==> config.mk <==
export PLATFORM = sky130hd
export DESIGN_NAME = smq_sequencer
export DESIGN_NICKNAME = d
export VERILOG_FILES = /design/src/sv/smq_pkg.sv /design/src/sv/smq_sequencer.sv
export SDC_FILE = /design/constraint.sdc
export NUM_CORES = 1
export LEC_CHECK = 0
export BUFFER_PORTS_ARGS = -buffer_cell sky130_fd_sc_hd__buf_2
export CAP_MARGIN = 25
export CELL_PAD_IN_SITES_DETAIL_PLACEMENT = 1
export CELL_PAD_IN_SITES_GLOBAL_PLACEMENT = 1
export CORE_MARGIN = 4
export CORE_UTILIZATION = 27
export CTS_CLUSTER_SIZE = 30
export DETAILED_ROUTE_END_ITERATION = 10
export GPL_TIMING_DRIVEN = 1
export PLACE_DENSITY_LB_ADDON = 0.15
export SKIP_LAST_GASP = 1
export SLEW_MARGIN = 20
export SYNTH_ARGS = -nofsm -noshare
export SYNTH_HDL_FRONTEND = slang
export SYNTH_SLANG_ARGS = --single-unit
export TNS_END_PERCENT = 5
==> constraint.sdc <==
create_clock -name clk -period 1.8 [get_ports clk]
set_input_delay 0.18 -clock clk [delete_from_list [all_inputs] [get_ports clk]]
set_output_delay 0.18 -clock clk [all_outputs]
set_load 0.01 [all_outputs]
==> src/sv/smq_pkg.sv <==
// Shared types and codes of the shared-buffer multi-queue unit.
package smq_pkg;

  localparam int MODE_W   = 2;
  localparam int QID_W    = 4;
  localparam int VALUE_W  = 32;
  localparam int STATUS_W = 2;
  localparam int CFG_W    = 5;

  localparam logic [MODE_W-1:0] MODE_PUSH = 2'd0;
  localparam logic [MODE_W-1:0] MODE_POP  = 2'd1;
  localparam logic [MODE_W-1:0] MODE_PEEK = 2'd2;
  localparam logic [MODE_W-1:0] MODE_NOP  = 2'd3;

  localparam logic [STATUS_W-1:0] ST_OK    = 2'd0;
  localparam logic [STATUS_W-1:0] ST_EMPTY = 2'd1;
  localparam logic [STATUS_W-1:0] ST_FULL  = 2'd2;
  localparam logic [STATUS_W-1:0] ST_BADQ  = 2'd3;

  localparam logic [CFG_W-1:0] ACTIVE_QUEUES_RESET = 5'd16;

  // microcode step addresses
  typedef enum logic [3:0] {
    UC_CLR,
    UC_FETCH,
    UC_DECODE,
    UC_PUSH,
    UC_PUSH2,
    UC_POP,
    UC_POP2,
    UC_PEEK,
    UC_EMIT
  } uc_step_t;

  // how the sequencer picks the next step
  typedef enum logic [2:0] {
    JMP_GOTO,
    JMP_WAIT_IN,
    JMP_WAIT_CLR,
    JMP_DISPATCH,
    JMP_WAIT_OUT
  } uc_jmp_t;

  // operation class found at decode
  typedef enum logic [1:0] {
    CLS_DONE,
    CLS_PUSH,
    CLS_POP,
    CLS_PEEK
  } uc_cls_t;

  typedef struct packed {
    logic     accept;
    logic     q_clear;
    logic     decode;
    logic     push_a;
    logic     push_b;
    logic     pop_a;
    logic     pop_b;
    logic     peek_rd;
    logic     emit;
    uc_jmp_t  jmp;
    uc_step_t target;
  } uc_ctl_t;

  typedef struct packed {
    logic    clr_done;
    logic    out_free;
    uc_cls_t cls;
  } smq_flags_t;

endpackage

==> src/sv/smq_sequencer.sv <==
// Microcode sequencer: step counter, control store and jump logic.
module smq_sequencer import smq_pkg::*; (
  input  logic       clk,
  input  logic       rst_n,
  input  logic       in_valid,
  input  smq_flags_t flags,
  output uc_ctl_t    ctl
);

  uc_step_t step_r, step_nxt;

  function automatic uc_ctl_t uc_rom(uc_step_t s);
    uc_ctl_t w;
    w = '0;
    w.jmp = JMP_GOTO;
    w.target = UC_FETCH;
    case (s)
      UC_CLR: begin
        w.q_clear = 1'b1;
        w.jmp = JMP_WAIT_CLR;
        w.target = UC_FETCH;
      end
      UC_FETCH: begin
        w.accept = 1'b1;
        w.jmp = JMP_WAIT_IN;
        w.target = UC_DECODE;
      end
      UC_DECODE: begin
        w.decode = 1'b1;
        w.jmp = JMP_DISPATCH;
      end
      UC_PUSH: begin
        w.push_a = 1'b1;
        w.target = UC_PUSH2;
      end
      UC_PUSH2: begin
        w.push_b = 1'b1;
        w.target = UC_EMIT;
      end
      UC_POP: begin
        w.pop_a = 1'b1;
        w.target = UC_POP2;
      end
      UC_POP2: begin
        w.pop_b = 1'b1;
        w.target = UC_EMIT;
      end
      UC_PEEK: begin
        w.peek_rd = 1'b1;
        w.target = UC_EMIT;
      end
      UC_EMIT: begin
        w.emit = 1'b1;
        w.jmp = JMP_WAIT_OUT;
        w.target = UC_FETCH;
      end
      default: begin
        w.jmp = JMP_GOTO;
        w.target = UC_FETCH;
      end
    endcase
    return w;
  endfunction

  // control word of the current step
  always_comb begin
    ctl = uc_rom(step_r);
  end

  // next step
  always_comb begin
    step_nxt = step_r;
    case (ctl.jmp)
      JMP_GOTO:     step_nxt = ctl.target;
      JMP_WAIT_IN:  if (in_valid) step_nxt = ctl.target;
      JMP_WAIT_CLR: if (flags.clr_done) step_nxt = ctl.target;
      JMP_WAIT_OUT: if (flags.out_free) step_nxt = ctl.target;
      JMP_DISPATCH: begin
        case (flags.cls)
          CLS_PUSH: step_nxt = UC_PUSH;
          CLS_POP:  step_nxt = UC_POP;
          CLS_PEEK: step_nxt = UC_PEEK;
          default:  step_nxt = UC_EMIT;
        endcase
      end
      default:      step_nxt = UC_FETCH;
    endcase
  end

  always_ff @(posedge clk) begin
    if (!rst_n) begin
      step_r <= UC_CLR;
    end else begin
      step_r <= step_nxt;
    end
  end

endmodule

* Yosys cells after proc, flatten, opt, wreduce, memory -nomap -nowiden
Index checks and enable logic that the tools add are counted.
** Word-level totals
- Flip-flop bits (word level) :: 4
- Input port bits :: 7
- Logic and storage cells :: 39
** Operators by class
- Eq/ne operators :: 18
- Mux-type cells :: 16
- Reductions and logical operators :: 4
** Operators by type and width (count)
- 4-bit one-hot mux with 5 select lines :: 1
- 4-bit by 3-bit equality test with 1-bit output (second input constant) :: 4
- 4-bit one-hot mux with 4 select lines :: 1
- 4-bit 2-to-1 mux :: 3
- 3-bit one-hot mux with 4 select lines :: 1
- 4-bit one-hot mux with 3 select lines :: 1
- 1-bit 2-to-1 mux :: 9
- 4-bit by 2-bit equality test with 1-bit output (second input constant) :: 2
- 3-bit by 2-bit equality test with 1-bit output (second input constant) :: 2
- 2-bit inequality test (second input constant) :: 3
- 2-bit equality test (second input constant) :: 2
- 4-bit by 1-bit equality test with 1-bit output (second input constant) :: 1
- 4-bit equality test (second input constant) :: 1
- 4-bit zero test :: 1
- 3-bit by 1-bit equality test with 1-bit output (second input constant) :: 1
- 3-bit equality test (second input constant) :: 1
- 3-bit zero test :: 1
- 3-bit AND reduction :: 1
- 3-bit OR reduction :: 1
- 2-bit by 1-bit equality test with 1-bit output (second input constant) :: 1

* Logic depth before layout (Yosys ltp)
Gate-level depths: netlist of run 1.
- Depth after elaboration :: 5
- Mapped depth :: 4
- Gate-level depth less buffers :: 3

* Worst setup path before layout of run 1
No wires, ideal clock.
- Path kind :: reg-to-reg
- From :: register step_r[0]
- To :: register step_r[0]
- Setup time :: 0.114 ns
- Data arrival time :: 1.252 ns
- Data required time :: 1.686 ns
- Setup slack :: 0.433 ns
- Stages on the path, launching flop included :: 4
- Path buffers :: 0
- Period minus slack after synthesis :: 1.367 ns
- Path through :: dfxtp_1 > mux2_2 > o41ai_2 > a2bb2o_4
** On the way
- Cells in the longest elaborated chain, start to end :: 5
** RTL lines
- start, declared :: RTL line smq_sequencer.sv:10 : uc_step_t step_r, step_nxt;
- start signal, assigned :: RTL line smq_sequencer.sv:94 : step_r <= step_nxt;
- 4-bit by 3-bit equality test with 1-bit output, or another cell as far along :: RTL line smq_sequencer.sv:17 : case (s)
- 3-bit OR reduction (no line) or 3-bit one-hot mux with 4 select lines (tied branches)
- 4-bit one-hot mux with 4 select lines, or another cell as far along :: RTL line smq_sequencer.sv:17
- 4-bit 2-to-1 mux, or another cell as far along :: RTL line smq_sequencer.sv:77 : JMP_WAIT_OUT: if (flags.out_free) step_nxt = ctl.target;
- 4-bit one-hot mux with 5 select lines or 3-bit AND reduction (tied branches)
Several ways; a longest one is shown, not always the timed one. The select of a mux whose other input is x is not followed.
A chain may end at the register's enable or synchronous reset.

==> key figures, run 1 <==
Die
  • Die W: 45.5 µm
  • I/O pin cnt: 23
  • Std cell rows: 13
  • DIE AREA: 0.00207 mm²
  • Initial core utilization: 28.9%
  • Core Box Area: 0.00132 mm²
  • Chip Height: 45.5 µm

Setup path
  • Crit Path Category: reg2out
  • Data required, critical path: 1620 ps
  • Worst Setup End Kind: primary output
  • Critical-path top delay cell: dfxtp_1
  • Cells along the critical path: buf_4 -> nand2b_1 -> nor3_1 -> buf_2
  • Crit-path max FO: 9
  • Crit path launch type: register
  • CP arrival: 1410 ps
  • CP delay by family, top: simple AND/OR/NAND/NOR gates
  • Crit path largest cell delay: 330 ps
  • CP bufs+invs: 2

Clock network
  • Sinks on Clock Net: 4
  • Post-CTS Setup Bufs: 0
  • CTS max path bufs: 2
  • Num CTS Buffers: 3
  • Gates resized, CTS repair: 0
  • Worst-Skew Late Latency: 240 ps
  • Post-CTS Hold Buffers: 0
  • Worst-path clk slew: ~40 ps
  • CTS HTree Levels: 1
  • TritonCTS clock tree: built
  • Clock root cell: clkbuf_4

STA
  • Max Slew Vio Count: 0
  • Tightest Pin Transition: 529 ps
  • Skew final: 6.53 ps
  • Final setup viols: 0
  • F_max: 629 MHz
  • Minimum clock period: approximately 1600 ps
  • RSZ-0062 raised after global routing: no
  • Final hold viol count: 0
  • Setup tns final: 0 ps
  • Final period utilization: around 88%
  • Relative slew slack: 64.4%

GRT
  • Initial antenna violation count: 0
  • Total grt overflow: 0
  • Vias in the first global route: 405
  • First-pass GRT wire length: 1.70 mm
  • Largest net degree at the start of global routing: 11
  • Total Routing Usage GR: a little under an eighth

Route
  • DRT antenna net count: 0
  • Routed WL: 1.10 mm
  • Post-DR vias/cell: 5.02
  • Residual DRC: 0
  • Mean routed wirelength per cell: 12.8 µm
  • Via count: 432
  • Drt first pass iters: 4
  • Initial DRC Count: 2

Cells and area
  • Flip-flop count of the largest register after layout: 4
  • Largest regs: step_r: 4 flops
  • Nets: 80
  • Largest reg by FF count: step_r
  • Most frequent cells in the layout: buf_2 (22), nor3_1 (7), nor2_1 (4), buf_4 (4), dfxtp_1 (4)
  • Area Growth Syn to Fin: 40.5%
  • Antenna diodes: 0
  • Share of cells above drive strength 1: 50.7%
  • Commonest non-fill, non-tap cell in the layout: buf_2

Logic synthesis
  • Post-synthesis cell count: 47
  • Leading post-synthesis cells by cell area: dfxtp_1 (21%), nor3_1 (9.2%), or4b_4 (7.2%)
  • Syn Std Cell Area: 380 µm²
  • Syn Nets: 54
  • Synth Warn #: 0
  • Synthesized flop and latch total: 4
  • Post-synth top area cell: dfxtp_1
  • Sequential share of the synthesized area: 21.1%
  • Post-synth cell types: 25
  • Synthesized area per cell: 8.09 µm²
  • Area share of the largest cell type after synthesis: 21.1%

Pwr
  • Switching Share: 36.9%
  • Logic pwr share: 50.3%
  • Clock network fraction of total power: 25.3%
  • Max IR drop VDD: between 0.0003 and 0.0004 V
  • P_int: 280 µW
  • Pwr Total: 445 µW
  • PwrDens: 833 mW/mm²
  • Reg power frac: 24.4%
  • Pleak: 0.000290 µW
  • Sw Pwr: 164 µW

Worst hold path
  • Hold Crit Class: in2reg

Status
  • Status: finished clean

Place
  • Dpl hpwl: ~920 µm
  • PortBufs: 22
  • RePlAce Congestion: 0.691

Flow run
  • Max-cap viol count: 0
[Yosys cell counts (all sizes together)]
cell and number:
nor3 7, buf 5, dfxtp 4, nor2 4
inv 3, nand2b 3, nor2b 3, or4b 2
a21oi 1, a22oi 1, a2bb2o 1, a31oi 1
mux2 1, nand2 1, nor3b 1, nor4 1
o21ba 1, o21bai 1, o221ai 1, o22ai 1
o41ai 1, or2 1, xnor2 1, xor2 1
[power by group through the flow]
stage                     sequential [µW]  combinational, µW  clock (µW)
final                                 109                224         113
after global routing                  111                249         128
after CTS                             109                229         120
after detailed placement              110                228           0
after global placement                110                227           0
after floorplan                       107                152           0
[area by class of cell]
cell class | count | area (µm²)
fill | 170 | 783
multi-input combinational | 35 | 262
timing repair buffer | 26 | 140
sequential | 4 | 80.1
clock buffer | 3 | 22.5
tap | 15 | 18.8
inverter | 3 | 11.3
[worst min-delay path, stage by stage]
cell and delay [ps]:
buf_2 110, o41ai_2 90, nor3_1 60
[kinds of logic after synthesis]
logic type | share of synthesized area (%)
DFF | 21.1
muxes | 2.96
buffers and inverters | 10.2
AOI/OAI and AO/OA | 24.7
and+or+nand+nor | 36.5
xor gates and xnor gates | 4.61
[worst paths after layout]
kind | from | endpoint | slack [ps] | cells past startpoint
setup / recovery | step_r[3] | ctl[15] | 210 | 4
hold / removal | rst_n | step_r[2] | 260 | 3
setup reg to reg | step_r[0] | step_r[0] | 270 | 3
hold reg to reg | step_r[3] | step_r[2] | 680 | 2
[per-layer routing]
| metal | wire length [µm] | track usage, % | up-vias |
|---|---|---|---|
| met5 | 0 | 0 | - |
| met4 | 0 | 10.5 | 0 |
| met3 | 72 | 3.56 | 0 |
| met2 | 567 | 18.7 | 11 |
| met1 | 462 | 12.9 | 201 |
| li1 | - | - | 220 |
[stage by stage]
step	hold slack [ps]	setup WS, ps	cells	area (µm²)	util [%]
after detailed placement	507	254	83	512	38.8
after CTS	254	184	86	534	40.6
after global routing	270	98.3	86	534	40.6
after floorplan	340	433	47	380	-
final	259	211	86	534	40.6
after global placement	510	263	83	512	38.8
Power figures use the tool's default switching activity.
==> inputs of run 2 (changes only) <==
Settings changed: ABC_CLOCK_PERIOD_IN_PS set to 1800, CAP_MARGIN 25 to not set, CORE_MARGIN 4 to 1.5.
==> run 2 against run 1 <==
Net effect: clock skew decreased by 0.66 ps; utilization increased by 0.51 points; critical path depth unchanged; via count decreased by 3.0%; largest cell class unchanged.
==> key figures, run 2 (synthesis results as in run 1) <==
Setup path
  • Crit Path Category: reg2out
  • Crit Reg-Reg Startpoint: step_r[0]
  • Crit-path max FO: 10
  • Cells along the critical path: buf_4 -> nand2b_1 -> nor3_1 -> buf_2
  • R2r endpoint: step_r[0]
  • Worst Reg2Reg Path Length in Cells: 3
  • CP arrival: 1430 ps
  • Crit path largest cell delay: between 300 and 400 ps
  • Setup slack, reg-to-reg: about 330 ps
  • Data required, critical path: 1620 ps
  • Critical-path top delay cell: dfxtp_1
  • Worst Setup End Kind: primary output
  • Crit path launch type: register

Clock network
  • Post-CTS Hold Buffers: 0
  • Worst-path clk slew: 40 ps
  • CTS max path bufs: 2
  • Num CTS Buffers: 3
  • Post-CTS Setup Bufs: 0
  • CTS HTree Levels: 1
  • Worst-Skew Late Latency: roughly 230 ps
  • Clock root cell: clkbuf_4
  • TritonCTS clock tree: built
  • Gates resized, CTS repair: 0
  • Sinks on Clock Net: 4

Cells and area
  • Commonest non-fill, non-tap cell in the layout: buf_2
  • Multi-input gate area: 262 µm²
  • Sequential Area: 80.1 µm²
  • Largest regs: step_r: 4 flops
  • Antenna diodes: 0
  • Largest reg by FF count: step_r
  • Share of cells above drive strength 1: 50.7%
  • Fillers: 173
  • Flip-flop count of the largest register after layout: 4
  • Area Growth Syn to Fin: 40.5%
  • Most frequent cells in the layout: buf_2 (22), nor3_1 (7), nor2_1 (4), buf_4 (4), dfxtp_1 (4)
  • Fin util: 41.1%
  • Nets: 80

Die
  • Initial core utilization: ~30%
  • Chip Height: slightly above 40 µm
  • Std cell rows: 13
  • Core Box Area: 0.00130 mm²
  • DIE AREA: 0.00164 mm²
  • I/O pin cnt: 23
  • Die W: 40.5 µm

STA
  • Final period utilization: 89.7%
  • Tightest Pin Transition: 459 ps
  • RSZ-0062 raised after global routing: no
  • Minimum clock period: 1610 ps
  • Final setup viols: 0
  • Skew final: 5.87 ps
  • F_max: 620 MHz
  • Final hold viol count: 0
  • Setup tns final: 0 ps
  • Relative slew slack: between 60 and 70%
  • Max Slew Vio Count: 0

Pwr
  • Switching Share: between 30% and 40%
  • Sw Pwr: 156 µW
  • Reg power frac: 24.9%
  • Clock network fraction of total power: 24.7%
  • Pleak: 0.000290 µW
  • Logic pwr share: approximately 50%
  • Max IR drop VDD: 0.000385 V
  • P_int: 280 µW
  • PwrDens: 816 mW/mm²

Status
  • Status: finished clean

Worst hold path
  • Hold Crit Class: in2reg
  • Worst Hold Depth: 3
  • HP Start: rst_n
  • Worst hold endpoint: step_r[1]

Flow run
  • Max-cap viol count: 0

Route
  • Routed WL: slightly below 1 mm
  • DRT antenna net count: 0
  • Residual DRC: 0
  • Drt first pass iters: 3
  • Via count: ~420
  • Mean routed wirelength per cell: 11.5 µm
  • Initial DRC Count: 4
  • Post-DR vias/cell: between 4 and 5

GRT
  • First-pass GRT wire length: 1.52 mm
  • Vias in the first global route: 335
  • Total Routing Usage GR: 14.6%
  • Total grt overflow: 0
  • Initial antenna violation count: 0
  • Largest net degree at the start of global routing: 12

Place
  • RePlAce Congestion: 0.671
  • PortBufs: 22
==> run 2: worst max-delay path, delay by kind of cell, from the launching register on <==
kind                   cells  cell delay, ps
flip-flops                 1             370
AND/OR/NAND/NOR            2             450
buffers and inverters      2             390
==> run 2: how the worst max path moves through the flow <==
stage	start	endpoint	slack [ps]	depth (start not counted)
after floorplan	step_r[0]	step_r[0]	430	3
final	step_r[0]	ctl[15]	190	4
after CTS	step_r[0]	ctl[15]	140	4
after global placement	step_r[0]	step_r[0]	350	3
after detailed placement	step_r[0]	step_r[0]	320	3
after global routing	step_r[0]	ctl[15]	50	4
==> run 2: routing by layer <==
layer,vias up,part of all wire [%],track usage [%]
met1,189,46,19.5
met3,0,4.9,5.00
li1,217,-,-
met2,13,49,20.2
met4,0,0,7.50
met5,-,0,0
==> run 2: stage by stage <==
step	cell area (µm²)	instances	power (µW)	setup slack, ps	hold WS [ps]
after floorplan	380	47	259	433	340
after global placement	512	83	333	354	478
after detailed placement	512	83	334	319	484
after CTS	534	86	448	137	238
after global routing	534	86	477	53.2	266
final	534	86	436	186	245
==> run 2: power groups by stage <==
| stage | Sequential (µW) | Combinational, µW | Clock (µW) |
|---|---|---|---|
| 6_report | 109 | 220 | 108 |
| 5_1_grt | 111 | 244 | 122 |
| 4_1_cts | 109 | 224 | 115 |
| 3_5_place_dp | 111 | 223 | 0 |
| 3_3_place_gp | 110 | 223 | 0 |
| 2_1_floorplan | 107 | 152 | 0 |
==> run 2: cell type report <==
type                    instances  area share [%]
clock buffers                   3            4.22
repair buffers                 26            26.2
multi-input cells              35            48.9
inverters                       3            2.11
flip-flops and latches          4            15.0
well taps                      15            3.51
